### src/sv/kcl_pkg.sv
package kcl_pkg;

  localparam int unsigned ScanW   = 8;
  localparam int unsigned SymW    = 4;
  localparam int unsigned CodeW   = 24;
  localparam int unsigned AdcBits = 10;
  localparam int unsigned DigW    = 4;
  localparam int unsigned NumKeys = 16;
  localparam int unsigned NumTrip = 6;
  localparam int unsigned CfgW    = 3;
  localparam int unsigned CfgDataW = 24;

  // equals and clear never take part in a code match
  localparam logic [SymW-1:0] SymEquals = 4'd14;

  // scan code for each symbol: digits 0-9, + - * /, equals, clear
  localparam logic [ScanW-1:0] ScanTable [NumKeys] = '{
    8'd215, 8'd235, 8'd219, 8'd187, 8'd237, 8'd221, 8'd189, 8'd238,
    8'd222, 8'd190, 8'd119, 8'd123, 8'd125, 8'd126, 8'd183, 8'd231
  };

  localparam logic [CodeW-1:0]   ArmCodeRst    = 24'hC5202C;
  localparam logic [CodeW-1:0]   DisarmCodeRst = 24'hA0381A;
  localparam logic [AdcBits-1:0] TripOneRst    = 10'd819;
  localparam logic [AdcBits-1:0] TripTwoRst    = 10'd614;
  localparam logic [AdcBits-1:0] LowClipRst    = 10'd205;

  typedef enum logic [CfgW-1:0] {
    RegArmCode    = 3'd0,
    RegDisarmCode = 3'd1,
    RegTripOne    = 3'd2,
    RegTripTwo    = 3'd3,
    RegLowClip    = 3'd4
  } cfg_reg_e;

  typedef enum logic {
    KindKey  = 1'b0,
    KindTick = 1'b1
  } kind_e;

  typedef enum logic [1:0] {
    StatusReadout   = 2'd0,
    StatusAllClear  = 2'd1,
    StatusOneTrip   = 2'd2,
    StatusIntrusion = 2'd3
  } status_e;

  typedef struct packed {
    logic [SymW-1:0] symbol;
    logic            recognized;
  } key_res_t;

  typedef struct packed {
    status_e    status;
    logic [2:0] count;
    logic [2:0] index;
  } sense_res_t;

endpackage

### src/sv/keypad_code_lock_alarm.sv
// channel  direction  handshake                 payload
// in       input      in_valid_i / in_ready_o   kind, scan_code, digital_sensors, analog_one/two
// out      output     out_valid_o / out_ready_i armed .. shown_two, one word per input word
// cfg      input      cfg_we_i                  cfg_addr_i, cfg_wdata_i
//
// one word per cycle sustained while the output is not stalled; an accepted word
// passes the input register, then key/sensor logic into the output register.
// the input register takes a word when empty or when the output register is free
// or being drained, so a stalled output backs up one word in each register.
// reset clears the lock state, leds and the handshake flags; config registers
// return to their default codes and thresholds.
module keypad_code_lock_alarm #(
  parameter int unsigned CodeLength = 6
) (
  input  logic                              clk_i,
  input  logic                              rst_ni,
  input  logic                              cfg_we_i,
  input  logic [kcl_pkg::CfgW-1:0]          cfg_addr_i,
  input  logic [kcl_pkg::CfgDataW-1:0]      cfg_wdata_i,
  input  logic                              in_valid_i,
  output logic                              in_ready_o,
  input  logic                              kind_i,
  input  logic [kcl_pkg::ScanW-1:0]         scan_code_i,
  input  logic [kcl_pkg::DigW-1:0]          digital_sensors_i,
  input  logic [kcl_pkg::AdcBits-1:0]       analog_one_i,
  input  logic [kcl_pkg::AdcBits-1:0]       analog_two_i,
  output logic                              out_valid_o,
  input  logic                              out_ready_i,
  output logic                              armed_o,
  output logic [kcl_pkg::SymW-1:0]          key_symbol_o,
  output logic                              key_recognized_o,
  output logic [2:0]                        entry_position_o,
  output logic [1:0]                        status_o,
  output logic [2:0]                        tripped_count_o,
  output logic [2:0]                        tripped_index_o,
  output logic [kcl_pkg::DigW-1:0]          led_pattern_o,
  output logic [kcl_pkg::AdcBits-1:0]       shown_one_o,
  output logic [kcl_pkg::AdcBits-1:0]       shown_two_o
);

  localparam int unsigned PosW = $clog2(CodeLength);

  // configuration
  logic [kcl_pkg::CodeW-1:0]   arm_code_q, disarm_code_q;
  logic [kcl_pkg::AdcBits-1:0] trip_one_q, trip_two_q, low_clip_q;

  always_ff @(posedge clk_i or negedge rst_ni) begin
    if (!rst_ni) begin
      arm_code_q    <= kcl_pkg::ArmCodeRst;
      disarm_code_q <= kcl_pkg::DisarmCodeRst;
      trip_one_q    <= kcl_pkg::TripOneRst;
      trip_two_q    <= kcl_pkg::TripTwoRst;
      low_clip_q    <= kcl_pkg::LowClipRst;
    end else if (cfg_we_i) begin
      unique case (cfg_addr_i)
        kcl_pkg::RegArmCode:    arm_code_q    <= cfg_wdata_i[kcl_pkg::CodeW-1:0];
        kcl_pkg::RegDisarmCode: disarm_code_q <= cfg_wdata_i[kcl_pkg::CodeW-1:0];
        kcl_pkg::RegTripOne:    trip_one_q    <= cfg_wdata_i[kcl_pkg::AdcBits-1:0];
        kcl_pkg::RegTripTwo:    trip_two_q    <= cfg_wdata_i[kcl_pkg::AdcBits-1:0];
        kcl_pkg::RegLowClip:    low_clip_q    <= cfg_wdata_i[kcl_pkg::AdcBits-1:0];
        default: begin
        end
      endcase
    end
  end

  // input register
  logic                        in_valid_q;
  logic                        kind_q;
  logic [kcl_pkg::ScanW-1:0]   scan_q;
  logic [kcl_pkg::DigW-1:0]    dig_q;
  logic [kcl_pkg::AdcBits-1:0] a1_q, a2_q;
  logic                        advance, fire, in_take;

  assign advance    = !out_valid_o || out_ready_i;
  assign fire       = in_valid_q && advance;
  assign in_ready_o = !in_valid_q || advance;
  assign in_take    = in_valid_i && in_ready_o;

  always_ff @(posedge clk_i or negedge rst_ni) begin
    if (!rst_ni) begin
      in_valid_q <= 1'b0;
    end else if (in_ready_o) begin
      in_valid_q <= in_valid_i;
    end
  end

  always_ff @(posedge clk_i) begin
    if (in_take) begin
      kind_q <= kind_i;
      scan_q <= scan_code_i;
      dig_q  <= digital_sensors_i;
      a1_q   <= analog_one_i;
      a2_q   <= analog_two_i;
    end
  end

  // key path and sensor path
  logic                is_key, is_tick;
  kcl_pkg::key_res_t   key_res;
  kcl_pkg::sense_res_t sense_res;
  logic                armed_cur, armed_next;
  logic [PosW-1:0]     pos_next;

  assign is_key  = (kind_q == kcl_pkg::KindKey);
  assign is_tick = (kind_q == kcl_pkg::KindTick);

  kcl_key #(
    .CodeLength(CodeLength)
  ) u_key (
    .clk_i        (clk_i),
    .rst_ni       (rst_ni),
    .fire_i       (fire && is_key),
    .scan_code_i  (scan_q),
    .arm_code_i   (arm_code_q),
    .disarm_code_i(disarm_code_q),
    .key_o        (key_res),
    .armed_o      (armed_cur),
    .armed_next_o (armed_next),
    .pos_next_o   (pos_next)
  );

  kcl_sense u_sense (
    .digital_i   (dig_q),
    .analog_one_i(a1_q),
    .analog_two_i(a2_q),
    .trip_one_i  (trip_one_q),
    .trip_two_i  (trip_two_q),
    .res_o       (sense_res)
  );

  logic [kcl_pkg::DigW-1:0] led_q, led_d;
  logic                     armed_tick, disarmed_tick;

  assign armed_tick    = is_tick && armed_cur;
  assign disarmed_tick = is_tick && !armed_cur;
  assign led_d         = (fire && armed_tick) ? dig_q : led_q;

  always_ff @(posedge clk_i or negedge rst_ni) begin
    if (!rst_ni) begin
      led_q <= '0;
    end else begin
      led_q <= led_d;
    end
  end

  // output register
  logic                        out_valid_q;
  logic                        armed_oq, recog_oq;
  logic [kcl_pkg::SymW-1:0]    sym_oq;
  logic [2:0]                  pos_oq, cnt_oq, idx_oq;
  kcl_pkg::status_e            status_oq;
  logic [kcl_pkg::DigW-1:0]    led_oq;
  logic [kcl_pkg::AdcBits-1:0] shown1_oq, shown2_oq;

  always_ff @(posedge clk_i or negedge rst_ni) begin
    if (!rst_ni) begin
      out_valid_q <= 1'b0;
    end else if (advance) begin
      out_valid_q <= in_valid_q;
    end
  end

  always_ff @(posedge clk_i) begin
    if (fire) begin
      armed_oq  <= armed_next;
      sym_oq    <= is_key ? key_res.symbol : '0;
      recog_oq  <= is_key && key_res.recognized;
      pos_oq    <= 3'(pos_next);
      status_oq <= armed_tick ? sense_res.status : kcl_pkg::StatusReadout;
      cnt_oq    <= armed_tick ? sense_res.count : '0;
      idx_oq    <= armed_tick ? sense_res.index : '0;
      led_oq    <= led_d;
      shown1_oq <= (disarmed_tick && (a1_q >= low_clip_q)) ? a1_q : '0;
      shown2_oq <= (disarmed_tick && (a2_q >= low_clip_q)) ? a2_q : '0;
    end
  end

  assign out_valid_o      = out_valid_q;
  assign armed_o          = armed_oq;
  assign key_symbol_o     = sym_oq;
  assign key_recognized_o = recog_oq;
  assign entry_position_o = pos_oq;
  assign status_o         = status_oq;
  assign tripped_count_o  = cnt_oq;
  assign tripped_index_o  = idx_oq;
  assign led_pattern_o    = led_oq;
  assign shown_one_o      = shown1_oq;
  assign shown_two_o      = shown2_oq;

  // an alarm status only comes from an armed panel
  a_status_armed: assert property (@(posedge clk_i) disable iff (!rst_ni)
    out_valid_o && (status_o != kcl_pkg::StatusReadout) |-> armed_o)
    else $error("alarm status while disarmed");

  // a single trip reports a count of one
  a_one_trip: assert property (@(posedge clk_i) disable iff (!rst_ni)
    out_valid_o && (status_o == kcl_pkg::StatusOneTrip) |-> tripped_count_o == 3'd1)
    else $error("single trip status with wrong count");

  // input side stalls only when both registers hold a word and the output is blocked
  a_stall: assert property (@(posedge clk_i) disable iff (!rst_ni)
    !in_ready_o |-> in_valid_q && out_valid_o && !out_ready_i)
    else $error("input stalled without back-pressure");

  // a stalled result holds, and the input word behind it does not move the lock state
  a_hold_armed: assert property (@(posedge clk_i) disable iff (!rst_ni)
    out_valid_o && !out_ready_i |=> armed_cur == $past(armed_cur))
    else $error("lock state changed during output stall");

endmodule

### src/sv/kcl_key.sv
module kcl_key #(
  parameter int unsigned CodeLength = 6,
  localparam int unsigned PosW = $clog2(CodeLength)
) (
  input  logic                          clk_i,
  input  logic                          rst_ni,
  input  logic                          fire_i,
  input  logic [kcl_pkg::ScanW-1:0]     scan_code_i,
  input  logic [kcl_pkg::CodeW-1:0]     arm_code_i,
  input  logic [kcl_pkg::CodeW-1:0]     disarm_code_i,
  output kcl_pkg::key_res_t             key_o,
  output logic                          armed_o,
  output logic                          armed_next_o,
  output logic [PosW-1:0]               pos_next_o
);

  localparam logic [PosW:0]   LenExt  = (PosW + 1)'(CodeLength);
  localparam logic [PosW-1:0] LastPos = PosW'(CodeLength - 1);

  logic [PosW-1:0]       entry_pos_q, entry_pos_d;
  logic [CodeLength-1:0] arm_match_q, arm_match_d;
  logic [CodeLength-1:0] disarm_match_q, disarm_match_d;
  logic                  armed_q, armed_d;

  logic [kcl_pkg::SymW-1:0] sym;
  logic                     known;
  logic [PosW-1:0]          pos;
  logic [3:0]               pos4;
  logic [63:0]              arm_ext, disarm_ext;
  logic [kcl_pkg::SymW-1:0] arm_sym, disarm_sym;
  logic                     arm_hit, disarm_hit;

  always_comb begin
    sym   = '0;
    known = 1'b0;
    for (int i = 0; i < kcl_pkg::NumKeys; i++) begin
      if (kcl_pkg::ScanTable[i] == scan_code_i) begin
        sym   = kcl_pkg::SymW'(i);
        known = 1'b1;
      end
    end
  end

  // symbols past the code register read as zero
  assign pos        = ({1'b0, entry_pos_q} >= LenExt) ? '0 : entry_pos_q;
  assign pos4       = 4'(pos);
  assign arm_ext    = 64'(arm_code_i);
  assign disarm_ext = 64'(disarm_code_i);
  assign arm_sym    = arm_ext[{pos4, 2'b00} +: kcl_pkg::SymW];
  assign disarm_sym = disarm_ext[{pos4, 2'b00} +: kcl_pkg::SymW];
  assign arm_hit    = known && (sym < kcl_pkg::SymEquals) && (sym == arm_sym);
  assign disarm_hit = known && (sym < kcl_pkg::SymEquals) && (sym == disarm_sym);

  always_comb begin
    arm_match_d    = arm_match_q;
    disarm_match_d = disarm_match_q;
    entry_pos_d    = entry_pos_q;
    armed_d        = armed_q;
    if (fire_i) begin
      for (int b = 0; b < CodeLength; b++) begin
        if (PosW'(b) == pos) begin
          arm_match_d[b]    = arm_hit;
          disarm_match_d[b] = disarm_hit;
        end
      end
      if (pos == LastPos) begin
        // disarm wins when both codes complete
        if (&disarm_match_d) begin
          armed_d = 1'b0;
        end else if (&arm_match_d) begin
          armed_d = 1'b1;
        end
        entry_pos_d = '0;
      end else begin
        entry_pos_d = pos + 1'b1;
      end
    end
  end

  always_ff @(posedge clk_i or negedge rst_ni) begin
    if (!rst_ni) begin
      entry_pos_q    <= '0;
      arm_match_q    <= '0;
      disarm_match_q <= '0;
      armed_q        <= 1'b0;
    end else begin
      entry_pos_q    <= entry_pos_d;
      arm_match_q    <= arm_match_d;
      disarm_match_q <= disarm_match_d;
      armed_q        <= armed_d;
    end
  end

  assign key_o.symbol     = sym;
  assign key_o.recognized = known;
  assign armed_o          = armed_q;
  assign armed_next_o     = armed_d;
  assign pos_next_o       = entry_pos_d;

endmodule

### src/sv/kcl_sense.sv
module kcl_sense (
  input  logic [kcl_pkg::DigW-1:0]    digital_i,
  input  logic [kcl_pkg::AdcBits-1:0] analog_one_i,
  input  logic [kcl_pkg::AdcBits-1:0] analog_two_i,
  input  logic [kcl_pkg::AdcBits-1:0] trip_one_i,
  input  logic [kcl_pkg::AdcBits-1:0] trip_two_i,
  output kcl_pkg::sense_res_t         res_o
);

  logic [kcl_pkg::NumTrip-1:0] trips;
  logic [2:0]                  cnt;
  logic [2:0]                  first;

  assign trips = {analog_two_i >= trip_two_i, analog_one_i >= trip_one_i, digital_i};

  always_comb begin
    cnt   = '0;
    first = '0;
    for (int i = 0; i < kcl_pkg::NumTrip; i++) begin
      cnt = cnt + 3'(trips[i]);
    end
    // walk down so the lowest tripped sensor is left standing
    for (int i = kcl_pkg::NumTrip - 1; i >= 0; i--) begin
      if (trips[i]) begin
        first = 3'(i);
      end
    end
  end

  always_comb begin
    res_o.count = cnt;
    res_o.index = first;
    priority if (cnt == 3'd0) begin
      res_o.status = kcl_pkg::StatusAllClear;
    end else if (cnt == 3'd1) begin
      res_o.status = kcl_pkg::StatusOneTrip;
    end else begin
      res_o.status = kcl_pkg::StatusIntrusion;
    end
  end

endmodule
### config.mk
export PLATFORM = sky130hd
export DESIGN_NAME = keypad_code_lock_alarm
export DESIGN_NICKNAME = d
export VERILOG_FILES = /design/src/sv/kcl_pkg.sv /design/src/sv/keypad_code_lock_alarm.sv /design/src/sv/kcl_key.sv /design/src/sv/kcl_sense.sv
export SDC_FILE = /design/constraint.sdc
export NUM_CORES = 1
export LEC_CHECK = 0
export BUFFER_PORTS_ARGS = -buffer_cell sky130_fd_sc_hd__buf_2
export CAP_MARGIN = 10
export CORE_MARGIN = 2
export CORE_UTILIZATION = 55
export CTS_BUF_LIST = sky130_fd_sc_hd__clkbuf_8
export DETAILED_ROUTE_END_ITERATION = 8
export GPL_TIMING_DRIVEN = 0
export PLACE_DENSITY = 0.76
export SYNTH_ARGS = -nofsm -noshare
export SYNTH_HDL_FRONTEND = slang
export SYNTH_HIERARCHICAL = 1
export SYNTH_SLANG_ARGS = --single-unit
### constraint.sdc
create_clock -name clk_i -period 9.4 [get_ports clk_i]
set_input_delay 1.41 -clock clk_i [delete_from_list [all_inputs] [get_ports clk_i]]
set_output_delay 1.41 -clock clk_i [all_outputs]
set_load 0.01 [all_outputs]
==> Yosys cells after proc, flatten, opt, wreduce, memory -nomap -nowiden <==
Index checks and enable logic that the tools add are counted.
{ "classes": {"addsub": 6, "n_lt_le_gt_ge": 6, "n_eq_ne": 29, "n_shift": 2, "muxes": 70, "n_bitwise": 2, "n_reduce_logical": 31} }
{ "ops": {"columns": ["cell", "n"], "rows": [
  ["64-bit by 6-bit indexed part select with 4-bit output", 2],
  ["8-bit equality test, first input constant", 12],
  ["1-bit two-way mux", 48],
  ["10-bit >= comparator", 4],
  ["4-bit two-way mux", 9],
  ["7-bit by 8-bit equality test with 1-bit output, first input constant", 4],
  ["3-bit two-way mux", 9],
  ["3-bit by 1-bit adder with 3-bit output", 4],
  ["1-bit logical AND", 12],
  ["6-bit AND reduction", 2],
  ["2-bit AND reduction", 5],
  ["3-bit logical NOT", 3],
  ["4-bit equality test", 2],
  ["2-bit two-way mux", 4],
  ["2-bit by 3-bit equality test with 1-bit output, first input constant", 2],
  ["3-bit by 1-bit equality test with 1-bit output, second input constant", 2],
  ["3-bit by 2-bit equality test with 1-bit output, second input constant", 2],
  ["3-bit equality test, first input constant", 2],
  ["3-bit equality test, second input constant", 2],
  ["5-bit OR reduction", 1],
  ["4-bit less-than comparator, second input constant", 1],
  ["2-bit OR reduction", 2],
  ["3-bit by 1-bit adder with 3-bit output, second input constant", 1],
  ["1-bit by 3-bit equality test with 1-bit output, first input constant", 1],
  ["other kinds (6)", 10]
]} }
{ "word_totals": {"register_bits": 174, "input_bits": 65, "out_inout_bits": 43, "wordCells": 176} }

==> Longest topological paths before layout <==
{ "logic_depth": {"word_depth": 26, "mapped_depth": 13, "mapped_depth_nobuf": 13} }

==> Cells and area by module <==
Netlist, hierarchy kept.
{ "by_module_without_submodules": {"columns": ["mod", "instances", "cells_per_inst", "area_each_um2", "seq_area_each_um2"], "rows": [
  ["keypad_code_lock_alarm", 1, 390, 6296.0, 4364.2],
  ["kcl_key", 1, 189, 1667.8, 350.3],
  ["kcl_sense", 1, 87, 691.9, 0.0]
]} }

==> Worst setup path before layout <==
No wires, ideal clock.
{ "synth_timing": {"kind": "input port to flip-flop", "start": "input port out_ready_i", "end": "register, netlist name armed_o", "setup_ns": 0.261, "arrival_ns": 3.657, "required_ns": 9.139, "path_slack_ns": 5.482, "cell_stages": 6, "n_path_buf": 0, "cell_sequence": "nand2b_1 -> and2_1 -> nor2b_1 -> nand3_1 -> or4_1 -> o22a_1"} }
{ "synth_lines": {"columns": ["element", "line_no", "rtl"], "rows": [
  ["start: declaration", "keypad_code_lock_alarm.sv:28", "input logic out_ready_i,"]
]} }

==> load_flow_metrics.sql <==
INSERT INTO impl_metrics (metric_group, metric, value, unit) VALUES
('global_routing', 'grt_pass1_vias', '5822', ''),
('clock_network', 'worstSkewPairLatency', '0.46', 'ns'),
('final_layout', 'drive_above_1_share', '0.371', ''),
('yosys', 'synth.avg_cell_area', '13.0', 'µm²'),
('clock_network', 'cts-buffers-inserted', '17', ''),
('sta', 'max-slew-margin-rel', '0.429', ''),
('sta', 'max_freq', '274', 'MHz'),
('routing', 'drc', '0', ''),
('flow_run', 'max_cap_violations', '0', ''),
('global_routing', 'grt_start_max_net_pins', '74', ''),
('critical_path', 'cp_num_buf_inv', '2', ''),
('final_layout', 'layout-area-overhead-vs-synth', '15.0', '%'),
('yosys', 'yosys_register_bits', '172', ''),
('routing', 'total_routed_length', '18400', 'µm'),
('critical_path', 'worst_ep_required_time', '9.62', 'ns'),
('sta', 'final-hold-violation-count', '0', ''),
('yosys', 'syn_warnings', '6', ''),
('critical_path', 'cp_cell_sequence', 'inv_1 -> ha_1 -> nand2b_1 -> a211oi_1 -> nor3_1 -> nor4_4 -> fa_1 -> inv_1 -> ha_1 -> fa_1 -> or3_1 -> and3_1', ''),
('yosys', 'synth_sequential_area_ratio', '0.545', ''),
('critical_path', 'critPathCapture', 'status_o[1]', ''),
('critical_path', 'critical_path.top_delay_family', 'adder cells', ''),
('critical_path', 'arr_time_crit_path', '3.87', 'ns'),
('sta', 'setup_viol', '0', ''),
('yosys', 'synthCells', '666', ''),
('sta', 'layout_min_cycle_time', '3.65', 'ns'),
('critical_path', 'capturing_point_of_the_worst_reg2reg_path', 'status_o[1]', ''),
('critical_path', 'worst-r2r-cell-count', '12', ''),
('clock_network', 'ctsHtreeMaxLevel', '4', ''),
('yosys', 'number_of_enable_type_register_cells_in_the_synthesized_netlist', '74', ''),
('clock_network', 'cts.reportedPaths.clkPinSlew', '0.09', 'ns'),
('floorplanning', 'ioPinCount', '108', ''),
('global_routing', 'grt_use_total', '0.234', ''),
('floorplanning', 'rows', '45', ''),
('clock_network', 'ctsResizeCount', '0', ''),
('yosys', 'largest_cells_by_area_after_synthesis', 'edfxtp_1 (26%), dfrtp_1 (19%), dfstp_2 (9.7%), mux2_2 (7.5%), ha_1 (6.1%)', ''),
('hold_path', 'min-delay-path-class', 'register to register', ''),
('routing', 'antenna_left', '0', ''),
('critical_path', 'critPathSlowestCell', 'fa_1', ''),
('sta', 'setup_tns', '0', 'ns'),
('place', 'finalWeightedCongestion', '0.835', ''),
('clock_network', 'clk_path_buf_depth', '2', ''),
('place', 'buffer_ports.inserted', '106', ''),
('routing', 'detail_route.first_pass.iterations', '5', ''),
('run_status', 'status', 'finished clean', ''),
('power', 'cellPowerDensity', '222', 'mW/mm²'),
('yosys', 'async_set_reset_flop_share_out_of_synthesis', '0.570', ''),
('yosys', 'post_synth_instance_area', '0.00866', 'mm²'),
('clock_network', 'cts_hold_repair.buffers', '0', ''),
('critical_path', 'timing_worst_setup_path_type', 'register to register', ''),
('place', 'placement.cell_area', '0.00950', 'mm²'),
('final_layout', 'fin_nets', '903', ''),
('clock_network', 'cts.sink_count', '172', ''),
('clock_network', 'post_cts.repair.setup_buffers', '0', ''),
('place', 'dp_hpwl', '13500', 'µm'),
('clock_network', 'cts_tree', 'done', ''),
('yosys', 'synthesis.nets', '776', ''),
('sta', 'worstMarginPinSlew', '0.856', 'ns'),
('routing', 'drt_iter0_markers', '335', ''),
('yosys', 'synthMostInstantiatedCell', 'edfxtp_1', ''),
('yosys', 'netlist_cell_types', '80', ''),
('power', 'vdd.ir_drop.worst', '0.120', 'mV'),
('yosys', 'synth.top_cell.area_share', '0.257', ''),
('critical_path', 'crit_start', 'a2_q[0]', ''),
('critical_path', 'crit_path_max_fanout', '3', ''),
('routing', 'route.detailed.wl_per_inst', '18.1', 'µm'),
('sta', 'fin_worst_skew', '0.0115', 'ns'),
('floorplanning', 'floorplan.die.width', '129', 'µm'),
('critical_path', 'crit_path_max_cell_delay', '0.50', 'ns'),
('global_routing', 'grt_first_pass_wirelength', '29900', 'µm'),
('final_layout', 'postLayoutCoreUtil', '0.650', ''),
('critical_path', 'crit_path_start_kind', 'register', '');
cell type report:
| class | count | area [µm²] |
|---|---|---|
| clock buffers | 17 | 234 |
| clock inverters | 15 | 219 |
| repair buffers | 108 | 581 |
| flip-flops and latches | 172 | 4710 |
| inverters | 42 | 158 |
| multi-input cells | 423 | 3590 |
| well taps | 211 | 264 |
| fillers | 1204 | 5360 |
| plain buffers | 29 | 195 |
cell usage in the layout (no fill, tap or decap), types with 3 or more instances in the layout:
| cell type | synthesis | layout |
|---|---|---|
| bufinv_16 | 0 | 5 |
| or3_1 | 4 | 4 |
| clkbuf_1 | 9 | 9 |
| dfstp_2 | 32 | 32 |
| mux2i_1 | 9 | 9 |
| nand2_1 | 60 | 60 |
| nand4_1 | 10 | 10 |
| and3_1 | 11 | 11 |
| and2_2 | 1 | 3 |
| nand3_1 | 8 | 8 |
| edfxtp_1 | 74 | 74 |
| buf_12 | 2 | 3 |
| o21ai_1 | 5 | 5 |
| a21oi_1 | 37 | 37 |
| mux2_2 | 58 | 58 |
| nand3b_1 | 3 | 3 |
| fa_1 | 3 | 3 |
| buf_2 | 9 | 114 |
| mux2_4 | 21 | 21 |
| o21ai_0 | 28 | 28 |
| nor2b_1 | 15 | 15 |
| mux4_2 | 8 | 8 |
| nand2b_1 | 10 | 10 |
| clkbuf_8 | 0 | 17 |
| xnor2_1 | 5 | 5 |
| a211oi_1 | 8 | 8 |
| and3b_1 | 3 | 3 |
| buf_6 | 5 | 5 |
| inv_1 | 41 | 43 |
| xor2_1 | 5 | 5 |
| dfrtp_1 | 66 | 66 |
| ha_1 | 42 | 42 |
| nor2_1 | 10 | 10 |
power by group:
part           internal, mW  leakage, nW  switching [mW]
Clock                 0.316        0.230           0.271
Combinational         0.291         2.22           0.334
Sequential            0.929         1.88          0.0702
worst min-delay path by stage:
| stage | from | endpoint | slack, ns | depth (start not counted) |
|---|---|---|---|---|
| 2_1_floorplan | in_valid_q | out_valid_o | 0.45 | 1 |
| 3_5_place_dp | in_valid_q | out_valid_o | 0.47 | 1 |
| 5_1_grt | in_valid_q | out_valid_o | 0.51 | 1 |
| 3_3_place_gp | in_valid_q | out_valid_o | 0.46 | 1 |
| 6_report | in_valid_q | out_valid_o | 0.50 | 1 |
| 4_1_cts | in_valid_q | out_valid_o | 0.50 | 1 |
sequential cells by signal, summed over array words and instances (netlist names), 4 cells and up:
register / count
scan_q: 8
disarm_code_q: 24
low_clip_q: 10
shown_two_o: 10
led_q: 4
dig_q: 4
a2_q: 10
trip_one_q: 10
key_symbol_o: 4
a1_q: 10
shown_one_o: 10
led_pattern_o: 4
u_key/disarm_match_q: 5
trip_two_q: 10
u_key/arm_match_q: 5
arm_code_q: 24
metrics by stage:
stage / power, mW / std cells / hold WS (ns) / setup slack (ns)
after floorplan: 1.45 / 666 / 0.449 / 5.48
after global placement: 1.60 / 983 / 0.463 / 4.71
after detailed placement: 1.63 / 985 / 0.469 / 5.69
after CTS: 2.22 / 1017 / 0.496 / 5.70
after global routing: 2.34 / 1017 / 0.515 / 5.62
final: 2.21 / 1017 / 0.495 / 5.75
per-layer routing:
| metal | wire [µm] | track usage | vias up |
|---|---|---|---|
| met1 | 8280 | 0.309 | 2846 |
| li1 | - | - | 2680 |
| met4 | 197 | 0.0639 | 0 |
| met2 | 9130 | 0.396 | 151 |
| met5 | 0 | 0 | - |
| met3 | 830 | 0.0504 | 19 |
cells by family (layout without fill, tap and decap cells):
group	after synthesis	after routing	share of synthesized area
AO/OA/AOI/OAI	104	104	0.0804
XOR/XNOR	10	10	0.0101
adder cells (fa/ha/maj)	45	45	0.0676
buffers and inverters	71	211	0.0408
flip-flops	172	172	0.545
multiplexers	98	98	0.146
AND/OR/NAND/NOR	166	166	0.111
Power figures use the tool's default switching activity.
